**src/hw/rtl/pixel_3x3x3_convolution_filter_assert.svh**
```systemverilog
// Assertion macros used by the convolution filter RTL
`ifndef PIXEL_3X3X3_CONVOLUTION_FILTER_ASSERT_SVH
`define PIXEL_3X3X3_CONVOLUTION_FILTER_ASSERT_SVH

// Same-cycle implication, disabled during reset
`define PCONV_ASSERT_IMP(name, clk, rst, ante, cons) \
   name: assert property (@(posedge clk) disable iff (rst) (ante) |-> (cons)) \
      else $error("%m: check failed");

// Next-cycle implication, disabled during reset
`define PCONV_ASSERT_NXT(name, clk, rst, ante, cons) \
   name: assert property (@(posedge clk) disable iff (rst) (ante) |=> (cons)) \
      else $error("%m: check failed");

`endif

```
**src/hw/rtl/pconv_pkg.sv**
```systemverilog
// Types, register indexes and kernel table of the 3x3x3 convolution filter
`default_nettype none

package pconv_pkg;

   localparam int PIX_W     = 8;
   localparam int DIV_W     = 16;
   localparam int CSR_IDX_W = 3;
   localparam int CSR_DAT_W = 16;
   localparam int WEIGHT_W  = 7;
   localparam int TAPS      = 27;

   // Register indexes
   localparam logic [CSR_IDX_W-1:0] CSR_KERNEL_SELECT = 3'd0;
   localparam logic [CSR_IDX_W-1:0] CSR_DIVISOR       = 3'd1;
   localparam logic [CSR_IDX_W-1:0] CSR_OFFSET        = 3'd2;
   localparam logic [CSR_IDX_W-1:0] CSR_LINE_WIDTH    = 3'd3;
   localparam logic [CSR_IDX_W-1:0] CSR_FRAME_HEIGHT  = 3'd4;

   // Register reset values
   localparam logic [1:0]  KERNEL_RESET  = 2'd0;
   localparam logic [15:0] DIVISOR_RESET = 16'd84;
   localparam logic [15:0] OFFSET_RESET  = 16'd0;
   localparam logic [11:0] WIDTH_RESET   = 12'd512;
   localparam logic [15:0] HEIGHT_RESET  = 16'd512;

   // Kernels: low pass, high pass, boxcar, smear
   localparam logic signed [WEIGHT_W-1:0] KERNEL_TABLE [0:3][0:TAPS-1] = '{
      '{7'sd1, 7'sd3, 7'sd1, 7'sd3, 7'sd5, 7'sd3, 7'sd1, 7'sd3, 7'sd1,
        7'sd3, 7'sd5, 7'sd3, 7'sd5, 7'sd10, 7'sd5, 7'sd3, 7'sd5, 7'sd3,
        7'sd1, 7'sd3, 7'sd1, 7'sd3, 7'sd5, 7'sd3, 7'sd1, 7'sd3, 7'sd1},
      '{-7'sd1, -7'sd2, -7'sd1, -7'sd2, -7'sd4, -7'sd2, -7'sd1, -7'sd2, -7'sd1,
        -7'sd2, -7'sd4, -7'sd2, -7'sd4, 7'sd56, -7'sd4, -7'sd2, -7'sd4, -7'sd2,
        -7'sd1, -7'sd2, -7'sd1, -7'sd2, -7'sd4, -7'sd2, -7'sd1, -7'sd2, -7'sd1},
      '{7'sd1, 7'sd1, 7'sd1, 7'sd1, 7'sd1, 7'sd1, 7'sd1, 7'sd1, 7'sd1,
        7'sd1, 7'sd1, 7'sd1, 7'sd1, 7'sd27, 7'sd1, 7'sd1, 7'sd1, 7'sd1,
        7'sd1, 7'sd1, 7'sd1, 7'sd1, 7'sd1, 7'sd1, 7'sd1, 7'sd1, 7'sd1},
      '{7'sd1, 7'sd1, 7'sd1, 7'sd1, 7'sd1, 7'sd1, 7'sd1, 7'sd1, 7'sd1,
        7'sd1, 7'sd1, 7'sd1, 7'sd1, 7'sd1, 7'sd1, 7'sd1, 7'sd1, 7'sd1,
        7'sd2, 7'sd2, 7'sd2, 7'sd2, 7'sd35, 7'sd2, 7'sd2, 7'sd2, 7'sd2}
   };

   typedef struct packed {
      logic [PIX_W-1:0] prev_red;
      logic [PIX_W-1:0] prev_green;
      logic [PIX_W-1:0] prev_blue;
      logic [PIX_W-1:0] cur_red;
      logic [PIX_W-1:0] cur_green;
      logic [PIX_W-1:0] cur_blue;
      logic [PIX_W-1:0] next_red;
      logic [PIX_W-1:0] next_green;
      logic [PIX_W-1:0] next_blue;
   } req_payload_type;

   typedef struct packed {
      logic [15:0]      out_row;
      logic [10:0]      out_col;
      logic [PIX_W-1:0] out_red;
      logic [PIX_W-1:0] out_green;
      logic [PIX_W-1:0] out_blue;
      logic             last_of_run;
   } rsp_payload_type;

endpackage

`default_nettype wire

```
**src/hw/rtl/pconv_div.sv**
```systemverilog
// Restoring divider, one quotient bit per cycle, unsigned
`default_nettype none

module pconv_div #(
   parameter int DVD_W = 18
) (
   input  wire logic                        clock,
   input  wire logic                        reset,
   input  wire logic                        start,
   input  wire logic [DVD_W-1:0]            dividend,
   input  wire logic [pconv_pkg::DIV_W-1:0] divisor,
   output logic                             done,
   output logic      [DVD_W-1:0]            quotient
);

   localparam int CNT_W = $clog2(DVD_W + 1);

   logic                        busy_ff, busy_in;
   logic                        done_ff, done_in;
   logic [CNT_W-1:0]            cnt_ff, cnt_in;
   logic [pconv_pkg::DIV_W:0]   rem_ff, rem_in;
   logic [DVD_W-1:0]            quo_ff, quo_in;
   logic [pconv_pkg::DIV_W:0]   rem_sh;
   logic [pconv_pkg::DIV_W:0]   dvs_ext;
   logic                        ge;

   // Shift one dividend bit in and trial-subtract
   always_comb begin
      dvs_ext = {1'b0, divisor};
      rem_sh  = {rem_ff[pconv_pkg::DIV_W-1:0], quo_ff[DVD_W-1]};
      ge      = (rem_sh >= dvs_ext);
      busy_in = busy_ff;
      done_in = 1'b0;
      cnt_in  = cnt_ff;
      rem_in  = rem_ff;
      quo_in  = quo_ff;
      if (start) begin
         busy_in = 1'b1;
         cnt_in  = '0;
         rem_in  = '0;
         quo_in  = dividend;
      end else if (busy_ff) begin
         rem_in = ge ? (rem_sh - dvs_ext) : rem_sh;
         quo_in = {quo_ff[DVD_W-2:0], ge};
         cnt_in = cnt_ff + 1'b1;
         if (cnt_ff == CNT_W'(DVD_W - 1)) begin
            busy_in = 1'b0;
            done_in = 1'b1;
         end
      end
   end

   always_ff @(posedge clock) begin
      if (reset) begin
         busy_ff <= 1'b0;
         done_ff <= 1'b0;
         cnt_ff  <= '0;
      end else begin
         busy_ff <= busy_in;
         done_ff <= done_in;
         cnt_ff  <= cnt_in;
      end
   end

   always_ff @(posedge clock) begin
      rem_ff <= rem_in;
      quo_ff <= quo_in;
   end

   assign done     = done_ff;
   assign quotient = quo_ff;

endmodule

`default_nettype wire

```
**config.mk**
```make
export PLATFORM = sky130hd
export DESIGN_NAME = pconv_div
export DESIGN_NICKNAME = d
export VERILOG_FILES = /design/src/hw/rtl/pixel_3x3x3_convolution_filter_assert.svh /design/src/hw/rtl/pconv_pkg.sv /design/src/hw/rtl/pconv_div.sv
export SDC_FILE = /design/constraint.sdc
export NUM_CORES = 1
export LEC_CHECK = 0
export ABC_AREA = 1
export BUFFER_PORTS_ARGS = -buffer_cell sky130_fd_sc_hd__buf_2
export CORE_MARGIN = 2
export CORE_UTILIZATION = 40
export CTS_BUF_LIST = sky130_fd_sc_hd__clkbuf_2 sky130_fd_sc_hd__clkbuf_4 sky130_fd_sc_hd__clkbuf_8
export DETAILED_ROUTE_END_ITERATION = 10
export GPL_ROUTABILITY_DRIVEN = 0
export PLACE_DENSITY_LB_ADDON = 0.25
export SLEW_MARGIN = 10
export SYNTH_ARGS = -nofsm -noshare
export SYNTH_HDL_FRONTEND = slang
export SYNTH_SLANG_ARGS = --single-unit
```
**constraint.sdc**
```tcl
create_clock -name clock -period 2.25 [get_ports clock]
set_input_delay 0.1125 -clock clock [delete_from_list [all_inputs] [get_ports clock]]
set_output_delay 0.1125 -clock clock [all_outputs]
set_load 0.01 [all_outputs]
```
== Word level (Yosys, flattened, before mapping) ==
Cells that the tools add are included.
Widths: inputs -> output; s select.
Cells by class
  add/subtract/negate cells: 2
  $lt $le $gt $ge: 1
  equal/unequal tests: 1
  muxes and demuxes: 7
  bitwise logic cells: 1
  reductions and logical operators: 3
Operators with widths (count)
  $mux 18: 2
  $ge 17x16->1: 1
  $mux 16: 1
  $sub 16x16->16: 1
  $add 5x1->5 const B: 1
  $eq 5x5->1 const B: 1
  $mux 1: 4
  $reduce_or 3->1: 1
  $reduce_bool 2->1: 1
  $reduce_or 2->1: 1
  $not 1->1: 1
Storage, ports and cells
  flip-flop bits (word level): 41
  bits of input ports: 37
  output and inout bits: 19

== Depth between registers and ports, before layout ==
  depth after elaboration: 4
  gate-level depth with buffers: 14
  gate-level depth less buffers: 14

== Worst setup path before layout ==
Ideal clock, no wire load.
  kind: register -> register
  from: register quo_ff[17] (netlist: quotient[17])
  to: register rem_ff[14] in the netlist's numbering
  setup time: 112 ps
  arrival time: 1805 ps
  path slack: 333 ps
  stages on the path, launching flop included: 12
  path buffers: 0
  clock period less this slack: 1917 ps
  cell sequence: edfxtp_1 inv_1 ha_1 fa_1 nor2_1 nor2_1 o21ai_0 nand2_1 nand3_1 nand3_2 nand2_1 nand2_1
Between the ends
  word-level cells in the longest chain between the ends: 2
Ends and longest elaborated chain
  from (decl): line pconv_div.sv:22  | logic [DVD_W-1:0] quo_ff, quo_in;
  from (signal assigned): line pconv_div.sv:67  | quo_ff <= quo_in;
  $sub 16x16->16 or $ge 17x16->1 (tied branches): line pconv_div.sv:43, pconv_div.sv:31
  $mux 16 *: line pconv_div.sv:43  | rem_in = ge ? (rem_sh - dvs_ext) : rem_sh;
  to (signal assigned): line pconv_div.sv:66  | rem_ff <= rem_in;
  to (decl): line pconv_div.sv:21  | logic [pconv_pkg::DIV_W:0] rem_ff, rem_in;
Every way passes the cells marked *; elsewhere a longest branch is shown, timed or not.
A chain may end at the register's enable or synchronous reset.

== Worst setup path after layout ==
  from: register rem_ff[3] in the netlist's numbering
  to: register rem_ff[10] in the netlist's numbering
Between the ends
  word-level cells in the longest chain between the ends: 2
Ends and longest elaborated chain (line)
  $sub 16x16->16 or $ge 17x16->1 (tied branches): pconv_div.sv:43, pconv_div.sv:31
  $mux 16 *: pconv_div.sv:43
Marked as above.

==> run summary <==
CP top delay family = simple AND/OR/NAND/NOR gates
Worst vdd ir = 0.0003407 V
Min-delay worst type = input port to flip-flop
Final hold slack = 0.08647 ns
Via count = 2795
Final critical-path share of the clock period = 89.33%
Hold_buf cts = 0
Post-CTS setup buffer count = 0
CTS H-Tree Depth = 2
Clock Latency Late Sink = 0.29 ns
Slowest cell on the critical path = ha_1
Die ar. = 0.008069 mm^2
Area delta synth->final = 15.54%
Clk buf depth = 2
Clk slew on worst S/H paths = 0.08 ns
Sequential Area = 0.001001 mm^2
Fmax = 0.4975 GHz
Vias in the first global route = 2542
Final clock skew = 0.01040 ns
Largest net degree at the start of global routing = 27
Via density per instance = 4.721
Setup TNS = 0 ns
Synth Flop Type = dfxtp_1
Final Critical Period = 2.010 ns
Synth Warn # = 0
PwrDens = 510.9 mW/mm^2
CTS tree = built
CTS Sinks = 41
Initial antenna violation count = 0
Final hold vios = 0
Number of I/O port buffers = 55
Antenna diode count = 0
Number of fill cells = 750
Pleak = 1.896 nW
Layout cells sized above 1 = 15.62%
CP peak stage delay = 0.37 ns
Synth Instances = 438
Std-Cell Rows = 31
RSZ-0062 raised after global routing = no
Synthesis-stage register bit count = 41
Die W = 89.83 um
Worst-path maximum fanout = 18
Post-route ant nets = 0
Async set-or-reset flop fraction in the synthesized netlist = 0%
CP bufs+invs = 0
CP startpoint kind = flip-flop
Worst path cell trace = ha_1, nand2_1, nor2_1, nand3_1, nand3_2, nand2_4, nand2_4, nand2_1, nand3_1, o21ai_0
CP arrival = 2.16 ns
Core area = 0.007176 mm^2
Reg-to-reg slack, setup = 0.24 ns
Worst Tran Pin Value = 0.7333 ns
Slew Viols, Final = 0
TritonRoute pass-1 iters = 5
Layout Nets = 548
WL final = 6.871 mm
CP endpoint kind = flip-flop
Io pins = 56
Post-synth EDFFs = 18
WS Path Type = flip-flop to flip-flop
Post_cts resized = 0
GRT overflow = 0
Average size of a mapped cell = 6.727 um^2
Gr usage total = 17.39%
Worst setup startpoint = rem_ff[3]$_SDFFE_PP0P_
Area of the multi-input gates = 0.001588 mm^2
CTS root buf = clkbuf_8
Unique masters post-synth = 35
Commonest cells after routing, fill and taps aside = nand2_1 (171), inv_1 (75), buf_2 (55)
Initial core utilization = 41.06%
TritonCTS Buffers = 5
Ranking of synthesized cells by area = nand2_1 (22%), edfxtp_1 (18%), dfxtp_1 (16%), inv_1 (9.6%), ha_1 (7.6%)
Sequential share of the synthesized area = 33.97%
DRC = 0
Drt first-iter violations = 197
Syn Nets = 494
Hold path start = dividend[7]
Routed len/inst = 11.61 um
Dpl hpwl = 5.411 mm
Die Span Y = 89.83 um
Slew HR = 50.93%
Crit path required time = 2.40 ns
Max-Cap Viols = 0
Commonest non-fill, non-tap cell in the layout = nand2_1
First-pass GRT wire length = 11.69 mm
Post-Syn Area = 0.002947 mm^2
Final setup violation count = 0
Yosys top cell by area = nand2_1
Status = finished clean
Synth top area share = 21.78%
Critical R2R Launch = rem_ff[3]$_SDFFE_PP0P_
[metal layers]
layer,vias up,routed length [um],GRT usage (%)
li1,1479,-,-
met1,1241,3227,23.16
met2,68,3262,29.48
met3,7,310,3.185
met4,0,70,3.974
met5,-,0,0
[cell families (layout without fill, tap and decap cells)]
kind of cell	count (synthesis)	count (layout)	synth area share, %
AO/OA/AOI/OAI	27	27	5.351
XOR/XNOR	6	6	1.783
adder cells (fa/ha/maj)	19	19	8.323
buffers and inverters	86	141	12.14
flip-flops	41	41	33.97
AND/OR/NAND/NOR	259	259	38.43
[synth_stat cells (all sizes together) (2+ instances only)]
cell type,instances
a21oi,11
a31oi,2
buf,5
clkbuf,4
dfxtp,23
edfxtp,18
ha,18
inv,77
nand2,174
nand3,40
nand3b,7
nand4,5
nor2,24
nor3,7
o21a,2
o21ai,9
xnor2,4
xor2,2
[tightest hold or removal path, stage by stage]
cell	delay (ns)
buf_2	0.08
nand2_1	0.04
nand2_1	0.05
[where the power goes]
part	switching, mW	leakage, nW	internal [mW]
sequential	0.0210	0.371	0.824
combinational	0.173	1.47	0.107
clock	0.253	0.0574	0.361
[per-stage QoR]
| stage | instances | cell area, um^2 | util [%] | total power, mW | worst slack [ns] |
|---|---|---|---|---|---|
| final | 592 | 3405 | 47.45 | 1.739 | 0.2401 |
| after CTS | 592 | 3405 | 47.45 | 1.756 | 0.2087 |
| after global placement | 584 | 3284 | 45.77 | 1.141 | 0.2757 |
| after floorplan | 438 | 2947 | - | 1.034 | 0.3332 |
| after detailed placement | 584 | 3284 | 45.77 | 1.143 | 0.2170 |
| after global routing | 592 | 3405 | 47.45 | 1.824 | 0.06568 |
[registers in the layout, summed over array words and instances (netlist names)]
signal and flops:
quotient 18, rem_ff 16, cnt_ff 5, busy_ff 1, done 1
[path summary, 6_finish.rpt]
check / to / cells after the start
setup / recovery: rem_ff[10]$_SDFFE_PP0P_ / 10
setup reg to reg: rem_ff[10]$_SDFFE_PP0P_ / 10
hold reg to reg: rem_ff[15]$_SDFFE_PP0P_ / 2
hold / removal: quotient[7]$_DFFE_PP_ / 3
[cell type report]
class / instances / area share (%)
Tap cell: 99 / 3.638
Inverter: 77 / 8.490
Clock inverter: 2 / 1.103
Clock buffer: 6 / 2.426
Timing Repair Buffer: 56 / 8.306
Sequential cell: 41 / 29.40
Multi-Input combinational cell: 311 / 46.64
(Power assumes the default switching activity.)
