### config.mk
export PLATFORM = sky130hd
export DESIGN_NAME = pconv_ram
export DESIGN_NICKNAME = d
export VERILOG_FILES = /design/src/hw/rtl/pixel_3x3x3_convolution_filter_assert.svh /design/src/hw/rtl/pconv_ram.sv
export SDC_FILE = /design/constraint.sdc
export NUM_CORES = 1
export LEC_CHECK = 0
export ABC_CLOCK_PERIOD_IN_PS = 4300
export BUFFER_PORTS_ARGS = -buffer_cell sky130_fd_sc_hd__buf_2
export CAP_MARGIN = 20
export CORE_MARGIN = 10
export CORE_UTILIZATION = 50
export CTS_BUF_LIST = sky130_fd_sc_hd__clkbuf_16
export DETAILED_ROUTE_END_ITERATION = 12
export PLACE_DENSITY = 0.72
export SYNTH_ARGS = -nofsm -noshare
export SYNTH_HDL_FRONTEND = slang
export SYNTH_SLANG_ARGS = --single-unit
### constraint.sdc
create_clock -name clock -period 4.3 [get_ports clock]
set_input_delay 0.645 -clock clock [delete_from_list [all_inputs] [get_ports clock]]
set_output_delay 0.645 -clock clock [all_outputs]
set_load 0.005 [all_outputs]
### src/hw/rtl/pixel_3x3x3_convolution_filter_assert.svh
// Assertion macros used by the convolution filter RTL
`ifndef PIXEL_3X3X3_CONVOLUTION_FILTER_ASSERT_SVH
`define PIXEL_3X3X3_CONVOLUTION_FILTER_ASSERT_SVH

// Same-cycle implication, disabled during reset
`define PCONV_ASSERT_IMP(name, clk, rst, ante, cons) \
   name: assert property (@(posedge clk) disable iff (rst) (ante) |-> (cons)) \
      else $error("%m: check failed");

// Next-cycle implication, disabled during reset
`define PCONV_ASSERT_NXT(name, clk, rst, ante, cons) \
   name: assert property (@(posedge clk) disable iff (rst) (ante) |=> (cons)) \
      else $error("%m: check failed");

`endif

### src/hw/rtl/pconv_ram.sv
// Generic RAM with one read port and one write port, registered read
`default_nettype none

module pconv_ram #(
   parameter int WIDTH = 8,
   parameter int DEPTH = 16
) (
   input  wire logic                     clock,
   input  wire logic                     rd_en,
   input  wire logic [$clog2(DEPTH)-1:0] rd_addr,
   output logic      [WIDTH-1:0]         rd_data,
   input  wire logic                     wr_en,
   input  wire logic [$clog2(DEPTH)-1:0] wr_addr,
   input  wire logic [WIDTH-1:0]         wr_data
);

   logic [WIDTH-1:0] mem_ff [DEPTH];
   logic [WIDTH-1:0] rd_data_ff;

   // Write port
   always_ff @(posedge clock) begin
      if (wr_en) begin
         mem_ff[wr_addr] <= wr_data;
      end
   end

   // Registered read port
   always_ff @(posedge clock) begin
      if (rd_en) begin
         rd_data_ff <= mem_ff[rd_addr];
      end
   end

   assign rd_data = rd_data_ff;

endmodule

`default_nettype wire

**Word level (Yosys, flattened, before mapping)**

Memory sizes are Yosys's and may differ from the RTL's. A register that Yosys moved wholly into a read port is not among the register bits.
Cells that the tools add are included.

- Memories: 1
- Bits of input ports: 19
- Bits in registers: 0
- RAM bits: 128
- Output and inout port bits: 8

Memory list:

| memory | words | bits a word | read ports | clocked after memory_dff | write ports | RTL line | text |
|---|---|---|---|---|---|---|---|
| mem_ff | 16 | 8 | 1 | 1 | 1 | pconv_ram.sv:17 | `logic [WIDTH-1:0] mem_ff [DEPTH];` |

- Multiplexer cells: 2

Operator list:

| operator | count |
|---|---|
| $mux 1 | 2 |

**Longest topological paths before layout**

Gate-level depths: netlist of the first run.

- Word-level depth: 2
- Gate-level depth with buffers: 5
- Depth with buffers taken out: 3

**Worst setup path after synthesis of the first run**

OpenSTA, ideal clock, no wires.

- Kind: input to register
- Start point: input port wr_addr[2]
- End point: memory mem_ff[0][0] (enable)
- Slack: 2.162 ns
- Buffers on the path: 0
- Library setup time: 0.383 ns
- Cell stages on the path: 2
- Data arrival time: 1.755 ns
- Data required time: 3.917 ns
- Cell sequence: or3b_2 -> nor3_1

RTL lines:

| element | RTL line | text |
|---|---|---|
| from (decl) | pconv_ram.sv:13 | `input wire logic [$clog2(DEPTH)-1:0] wr_addr,` |
| to (decl) | pconv_ram.sv:17 |  |

Straight into the memory's write port.

**Worst setup path after layout of the first run**

- Start point: input port wr_addr[2]
- End point: memory mem_ff[2][1] (enable)

Straight into the memory's write port.

==> flow_summary.yaml, run 1 <==
drt:
  drt-pass1-iter-count: 4
  drtIter0Drc: 292
  drt-total-wl_um: 10200
  vias_per_cell: 5.80
  antenna_left: 0
  vias: 2423
  route.detailed.wl_per_inst_um: 24.4
  drc: 0
final_layout:
  multi_input_area_mm2: 0.00106
  finalNetCount: 288
  drive_gt1_share_pct: 28.7
  n_antenna_cell: 0
  area_delta_synth_final_pct: 17.5
  final_util_pct: 59.8
  final_common_cell: "edfxtp_1"
  register_area_mm2: 0.00408
  layout_common_cells: "edfxtp_1 (136), buf_2 (26), mux4_2 (18)"
  fillCellCount: 713
flow_run:
  cap_violations: 0
power_and_ir_drop:
  p_int_uw: 2580
  p_seq_share_pct: 46.8
  p_switching_uw: 632
  switching_share_pct: 19.7
  p_leak_uw: 0.00205
  power_per_cell_area_mw_per_mm2: 523
  clkPwrFrac_pct: 49.2
  peakVddDrop_mv: 0.298
  combPwrFrac_pct: 4.0
cts:
  insertion_delay_ns: 0.41
  cts_tree: "built"
  clock-sinks: 136
  postCtsSetupBuffers: 0
  cts_inserted_buffers: 17
  cts_max_path_buffers: 2
  cts-resized-gates: 0
  clk_pin_slew_worst_paths_ns: 0.06
  holdBufCountCts: 0
  htreeDepth: 4
  clockRootBuffer: "clkbuf_16"
sta:
  fin_crit_sh_pct: 48.4
  maxSlewViolCount: 0
  setup-tns-final_ns: 0
  max_freq_mhz: 480
  skew_ns: 0.00715
  tightest_slew_ns: 1.09
  rsz0062_at_grt: "false"
  max_slew_margin_pct: 27.2
  holdWs_ns: 0.599
  finalHoldViolations: 0
  worst_slack_ns: 2.22
  setup_viol: 0
  min_period_ns: 2.08
placed_design:
  preCtsSetupSlack_ns: 1.48
  io_buffers: 26
  dp_hpwl_um: 5980
  gp_congestion: 0.710
synthesis:
  synth_cell_types: 18
  synth_nets: 248
  netlist_instances: 229
  synth.avg_cell_area_um2: 22.8
  ys_seq_elements: 136
  syn_area_mm2: 0.00523
  yosysSeqAreaShare_pct: 78.1
  yosysWarnings: 0
grt:
  grt_max_degree: 33
  grt_pass1_vias: 2524
  grt_pass1_wl_um: 15600
  antenna_found_initial: 0
  track_usage_pct: 14.5
  grt.overflow.total: 0
floorplan:
  die-area_mm2: 0.0149
  dieWidth_um: 122
  row_count: 37
  initial_core_util_pct: 50.9
  io_pins: 27
  die_h_um: 122
  design.core.area_mm2: 0.0103
setup_path:
  required_ns: 4.33
  path_class: "in2reg"
  worstSetupStartpointType: "primary input"
  cp-end-kind: "flop"
  cp_data_arrival_time_ns: 2.11
  crit_fanout: 8
  reg2reg_depth: 3
min_path:
  hold_path.class: "in2reg"
  hold_path_depth: 1
outcome:
  outcome: "finished clean"
==> cell type report <==
| type | count | area share [%] |
|---|---|---|
| clock buffers | 17 | 6.93 |
| clock inverters | 15 | 3.67 |
| multi-input cells | 83 | 17.2 |
| flip-flops and latches | 136 | 66.5 |
| well taps | 136 | 2.77 |
| repair buffers | 31 | 2.93 |
==> worst max-delay path: stages <==
cell    delay (ns)
buf_2         0.11
or3b_2        0.51
nor2_1        0.84
==> cells by family after synthesis <==
family          share of synthesized area (%)
buf+inv                                  1.65
simple gates                             3.14
compound gates                           2.30
flops                                    78.1
mux                                      14.8
==> final timing paths <==
path                                   start            to  slack, ns
worst min-delay path                   rd_en    rd_data[2]       0.60
worst min register to register  mem_ff[8][2]    rd_data[2]       0.75
worst max register to register  mem_ff[2][0]    rd_data[0]       2.76
worst max-delay path              wr_addr[2]  mem_ff[2][1]       2.22
==> flip-flops by register name (all words and copies together) (netlist names) <==
register,cells
mem_ff,128
rd_data,8
==> per-stage QoR <==
| step | std cells | instance area (µm²) | total power, µW |
|---|---|---|---|
| finish | 418 | 6140 | 3210 |
| floorplan | 229 | 5230 | 1600 |
| CTS | 417 | 6120 | 3220 |
| global placement | 385 | 5470 | 1650 |
| detailed placement | 385 | 5470 | 1660 |
| global route | 418 | 6140 | 3300 |
==> per-layer routing <==
metal | global-route usage, % | up-vias | wire [µm]
li1 | - | 1063 | -
met5 | 0 | - | 0
met3 | 4.41 | 14 | 677
met1 | 19.8 | 1247 | 4260
met2 | 22.0 | 99 | 5090
met4 | 4.86 | 0 | 173
==> synth_stat cells (all sizes together) <==
cell type      instances  area (µm²)
or3b                   1        8.76
and2b                  1        7.51
nor2                  13        48.8
edfxtp               136        4080
nand2                  9        33.8
and2                   1        6.26
clkdlybuf4s25          3        30.0
a22oi                 16         120
nand3                  1        5.00
nor2b                  1        6.26
buf                    7        56.3
nand2b                 2        12.5
nor3                   4        20.0
mux4                  32         773
nand3b                 2        15.0
==> power groups by stage <==
stage / logic (µW) / clock network [µW] / registers, µW
after detailed placement: 129 / 0 / 1530
after CTS: 130 / 1590 / 1500
final: 129 / 1580 / 1500
after global placement: 125 / 0 / 1530
after global routing: 141 / 1650 / 1500
after floorplan: 75.4 / 0 / 1530
(Power assumes the default switching activity.)
==> run 2: changes to the inputs <==
--- a/config.mk
+++ b/config.mk
@@ -5,14 +5,15 @@
 export SDC_FILE = /design/constraint.sdc
 export NUM_CORES = 1
 export LEC_CHECK = 0
-export ABC_CLOCK_PERIOD_IN_PS = 4300
+export ABC_AREA = 1
+export ABC_CLOCK_PERIOD_IN_PS = 1900
 export BUFFER_PORTS_ARGS = -buffer_cell sky130_fd_sc_hd__buf_2
 export CAP_MARGIN = 20
 export CORE_MARGIN = 10
 export CORE_UTILIZATION = 50
 export CTS_BUF_LIST = sky130_fd_sc_hd__clkbuf_16
 export DETAILED_ROUTE_END_ITERATION = 12
-export PLACE_DENSITY = 0.72
+export PLACE_DENSITY = 0.75
 export SYNTH_ARGS = -nofsm -noshare
 export SYNTH_HDL_FRONTEND = slang
 export SYNTH_SLANG_ARGS = --single-unit
==> constraint.sdc (replaced) <==
create_clock -name clock -period 1.9 [get_ports clock]
set_input_delay 0.285 -clock clock [delete_from_list [all_inputs] [get_ports clock]]
set_output_delay 0.285 -clock clock [all_outputs]
set_load 0.005 [all_outputs]
==> flow_summary.yaml, run 2 <==
grt:
  antenna_found_initial: 0
  grt_pass1_wl_um: 21600
  globalRouteMet2Util_pct: 28.2
  grt_pass1_vias: 4101
  track_usage_pct: 17.3
  grt.overflow.total: 0
  top_usage_layer: "met2"
  grt_max_degree: 65
  use_met3_pct: 5.33
  grt_use_met1_pct: 21.6
sta:
  setup_viol: 0
  rsz0062_at_grt: "false"
  finalHoldViolations: 0
  skew_ns: 0.00719
  fin_crit_sh_pct: 68.2
  setup-tns-final_ns: 0
  maxSlewViolCount: 0
  max_freq_mhz: 771
  max_slew_margin_pct: 57.7
  tightest_slew_ns: 0.633
  min_period_ns: 1.30
floorplan:
  die_h_um: 128
  row_count: 39
  io_pins: 27
  dieWidth_um: 128
  design.core.area_mm2: 0.0114
  die-area_mm2: 0.0164
  initial_core_util_pct: 51.2
setup_path:
  required_ns: 1.62
  cp_data_arrival_time_ns: 1.01
  path_delay_family: "flip-flops"
  cp-end-kind: "output port"
  crit_path_cell_trace: "buf_2"
  worstSetupStartpointType: "flop"
  critPathMaxStageDelay_ns: 0.44
  rr_startpoint: "mem_ff[0][7]"
  r2r_slack_ns: 0.73
  r2r-end: "rd_data[7]"
  crit_fanout: 1
  path_class: "reg2out"
  slowest_stage: "edfxtp_1"
  reg2reg_depth: 6
  path_buf_inv: 1
synthesis:
  ys_seq_elements: 136
  synth.avg_cell_area_um2: 10.6
  yosysWarnings: 0
  synth_top_area_share_pct: 69.8
  synth_most_common_cell: "nand2_1"
  synthArstFlopShare_pct: 0
  syn_area_mm2: 0.00585
  synth_commonest_cells: "nand2_1 (173), edfxtp_1 (136), inv_1 (100)"
  synth_edf_count: 136
  synth_top_flop_cell: "edfxtp_1"
  netlist_instances: 551
  synth.largest_area_cell: "edfxtp_1"
  synthTopCellsByArea: "edfxtp_1 (70%), nand2_1 (11%), nand3_1 (8.3%)"
  yosysSeqAreaShare_pct: 69.8
  synth_cell_types: 11
  synth_nets: 570
final_layout:
  n_antenna_cell: 0
  drive_gt1_share_pct: 12.7
  fillCellCount: 941
  final_common_cell: "nand2_1"
  layout_common_cells: "nand2_1 (173), edfxtp_1 (136), inv_1 (101)"
  largest_register_ffs: 128
  largest_register: "mem_ff"
  final_cells: 750
  finalNetCount: 613
  area_delta_synth_final_pct: 15.9
power_and_ir_drop:
  p_leak_uw: 0.00295
  peakVddDrop_mv: 0.546
  power_per_cell_area_mw_per_mm2: 1060
cts:
  cts_inserted_buffers: 17
  clock-sinks: 136
  holdBufCountCts: 0
  insertion_delay_ns: 0.41
  cts-resized-gates: 0
  cts_max_path_buffers: 2
  clk_pin_slew_worst_paths_ns: 0.06
  clockRootBuffer: "clkbuf_16"
  htreeDepth: 4
  cts_tree: "built"
  postCtsSetupBuffers: 0
drt:
  antenna_left: 0
  vias: 3965
  route.detailed.wl_per_inst_um: 18.1
  drt-total-wl_um: 13600
  drtIter0Drc: 451
  vias_per_cell: 5.29
  drt-pass1-iter-count: 5
  drc: 0
placed_design:
  io_buffers: 26
  place_inst: 718
  dp_hpwl_um: 8180
  gp_congestion: 0.861
min_path:
  hold_path.class: "in2reg"
  hold_path_depth: 1
  hp-start: "rd_en"
  holdPathEnd: "rd_data[3]"
flow_run:
  cap_violations: 0
outcome:
  outcome: "finished clean"
## run 2: final cells by class
cell class | instances | area, µm² | area share (%)
Clock inverter | 15 | 183 | 2.70
Inverter | 102 | 383 | 5.65
Sequential cell | 136 | 4080 | 60.3
Multi-Input combinational cell | 289 | 1210 | 17.9
Timing Repair Buffer | 48 | 308 | 4.54
Clock buffer | 17 | 425 | 6.28
Tap cell | 143 | 179 | 2.64
## run 2: worst max path at each step
stage,from,endpoint,slack (ns),depth (start not counted)
4_1_cts,rd_data[4],rd_data[4],0.61,1
6_report,rd_data[4],rd_data[4],0.60,1
2_1_floorplan,wr_addr[2],mem_ff[10][0],0.66,2
3_3_place_gp,rd_addr[0],rd_data[7],0.36,7
3_5_place_dp,rd_addr[0],rd_data[7],0.35,7
5_1_grt,rd_data[0],rd_data[0],0.60,1
## run 2: stage by stage
step                      instance area, µm²  setup WS, ns  hold WS, ns  utilization (%)  power, µW
after global routing                    6780         0.597        0.244             59.3       7430
after detailed placement                6170         0.348        0.663             54.0       3870
final                                   6780         0.604        0.256             59.3       7190
after floorplan                         5850         0.664        0.384                -       3700
after CTS                               6780         0.607        0.240             59.3       7230
after global placement                  6170         0.357        0.658             54.0       3860
## run 2: layer usage
layer	wire length (µm)	share of wire, %
met4	195	1.4
met1	5540	41
met2	6770	50
met3	1040	7.7
met5	0	0
## run 2: where the power goes
part           leakage, µW  total [µW]  switching (µW)  internal [µW]
clock             0.000299        3380            1200           2180
combinational      0.00141         411             293            118
sequential         0.00124        3400            20.6           3380
total              0.00295        7190            1520           5670
## run 2: worst reg2reg max path, cell delays in order (launching register included)
cell      delay (ns)
edfxtp_1        0.37
inv_1           0.07
nand2_1         0.07
nand3_1         0.10
nand3_1         0.10
nand3_1         0.14
nand2_1         0.09
## run 2: cell families after synthesis
family        count (synthesis)  synth area share, %
simple gates                289                 20.8
flops                       136                 69.8
buf+inv                     126                 9.39
==> run 3: changes to the inputs <==
--- a/config.mk
+++ b/config.mk
@@ -6,7 +6,7 @@
 export NUM_CORES = 1
 export LEC_CHECK = 0
 export ABC_AREA = 1
-export ABC_CLOCK_PERIOD_IN_PS = 1900
+export ABC_CLOCK_PERIOD_IN_PS = 1100
 export BUFFER_PORTS_ARGS = -buffer_cell sky130_fd_sc_hd__buf_2
 export CAP_MARGIN = 20
 export CORE_MARGIN = 10
==> constraint.sdc (replaced) <==
create_clock -name clock -period 1.1 [get_ports clock]
set_input_delay 0.165 -clock clock [delete_from_list [all_inputs] [get_ports clock]]
set_output_delay 0.165 -clock clock [all_outputs]
set_load 0.005 [all_outputs]
==> flow_summary.yaml, run 3 (synthesis results as in run 2) <==
cts:
  cts_inserted_buffers: 17
  htreeDepth: 4
  postCtsSetupBuffers: 0
  clockRootBuffer: "clkbuf_16"
  insertion_delay_ns: 0.42
  clock-sinks: 136
  holdBufCountCts: 0
  cts_max_path_buffers: 2
  clk_pin_slew_worst_paths_ns: 0.06
  cts_tree: "built"
final_layout:
  drive_gt1_share_pct: 22.0
  final_util_pct: 62.3
  finalNetCount: 619
  layout_common_cells: "nand2_1 (167), edfxtp_1 (136), inv_1 (98)"
  fillCellCount: 881
  largest_register: "mem_ff"
  largest_register_ffs: 128
  n_antenna_cell: 0
  final_common_cell: "nand2_1"
  area_delta_synth_final_pct: 21.7
sta:
  rsz0062_at_grt: "true"
  min_period_ns: 1.17
  finalHoldViolations: 0
  skew_ns: 0.00718
  max_slew_margin_pct: 74.2
  maxSlewViolCount: 0
  fin_crit_sh_pct: 106
  tightest_slew_ns: 0.386
  max_freq_mhz: 856
  worst_slack_ns: -0.0684
  setup_viol: 5
  setup-tns-final_ns: -0.170
grt:
  grt_use_met1_pct: 22.5
  grt.overflow.total: 0
  grt_pass1_wl_um: 21800
  top_usage_layer: "met2"
  grt_max_degree: 47
  use_met3_pct: 3.93
  track_usage_pct: 17.6
  globalRouteMet2Util_pct: 27.7
  antenna_found_initial: 0
  grt_pass1_vias: 4047
power_and_ir_drop:
  p_leak_uw: 0.00308
  power_per_cell_area_mw_per_mm2: 1760
  peakVddDrop_mv: 1.21
setup_path:
  path_buf_inv: 1
  worstSetupStartpointType: "flop"
  slowest_stage: "edfxtp_1"
  crit_path_cell_trace: "buf_2"
  path_delay_family: "flip-flops"
  critPathMaxStageDelay_ns: 0.43
  path_class: "reg2out"
  crit_fanout: 1
  required_ns: 0.94
  cp_data_arrival_time_ns: 1.00
  cp-end-kind: "output port"
drt:
  vias: 3965
  route.detailed.wl_per_inst_um: 18.6
  antenna_left: 0
  drtIter0Drc: 570
  drc: 0
  drt-total-wl_um: 14100
  drt-pass1-iter-count: 5
  vias_per_cell: 5.24
floorplan:
  initial_core_util_pct: 51.2
  dieWidth_um: 128
  io_pins: 27
  die-area_mm2: 0.0164
  row_count: 39
  design.core.area_mm2: 0.0114
  die_h_um: 128
placed_design:
  dp_hpwl_um: 8640
  gp_congestion: 0.893
  preCtsSetupSlack_ns: -0.297
  io_buffers: 26
outcome:
  outcome: "complete, but fails checks"
  failed_checks: "negative setup slack"
min_path:
  hold_path.class: "in2reg"
flow_run:
  cap_violations: 0
## run 3: cell types whose count changed in the layout (fill, tap and decap cells not counted), sizes merged
cell	previous run	this run
buf	48	54
clkinv	7	6
clkinvlp	1	4
inv	105	103
## run 3: worst register-to-register path, stage by stage, from the launching register on
cell,delay [ns]
edfxtp_1,0.37
inv_1,0.07
nand2_1,0.07
nand3_2,0.10
nand3_2,0.10
nand3_2,0.08
nand2_1,0.06
## run 3: what timing repair did
item / 4_1_cts / 5_1_grt
pin swaps: 1 / 30
resized for setup: 10 / 40
gates cloned: 0 / 0
endpoints found under the setup margin: 12 / 16
## run 3: area by class of cell
type	instances	area (µm²)	share of cell area, %
flip-flops and latches	136	4080	57.4
multi-input cells	289	1430	20.1
repair buffers	54	428	6.01
clock buffers	17	425	5.98
inverters	102	383	5.38
clock inverters	15	185	2.60
well taps	143	179	2.51
## run 3: per-stage QoR
| step | hold slack [ns] | power (µW) | instance area [µm²] | cells |
|---|---|---|---|---|
| 2_1_floorplan | 0.264 | 6380 | 5850 | 551 |
| 3_3_place_gp | 0.530 | 6710 | 6290 | 724 |
| 3_5_place_dp | 0.537 | 6740 | 6290 | 724 |
| 4_1_cts | 0.0958 | 12500 | 6950 | 756 |
| 5_1_grt | 0.103 | 12900 | 7120 | 756 |
| 6_report | 0.116 | 12500 | 7120 | 756 |
## run 3: layer usage
layer  vias to the layer above  part of all wire, %
met4                         0                  3.0
met5                         -                    0
met2                       165                   50
met3                        29                  7.5
li1                       1879                    -
met1                      1892                   40
## run 3: final timing paths
path / from / cells after the start / slack (ns) / to
setup reg to reg: mem_ff[8][0] / 6 / -0.02 / rd_data[0]
hold reg to reg: mem_ff[12][1] / 6 / 0.76 / rd_data[1]
setup / recovery: rd_data[3] / 1 / -0.07 / rd_data[3]
hold / removal: rd_en / 1 / 0.12 / rd_data[7]
## run 3: power by group
group / switching [µW] / total (µW) / internal [µW]
Combinational: 566 / 840 / 274
Sequential: 34.9 / 5880 / 5840
Clock: 2060 / 5810 / 3750
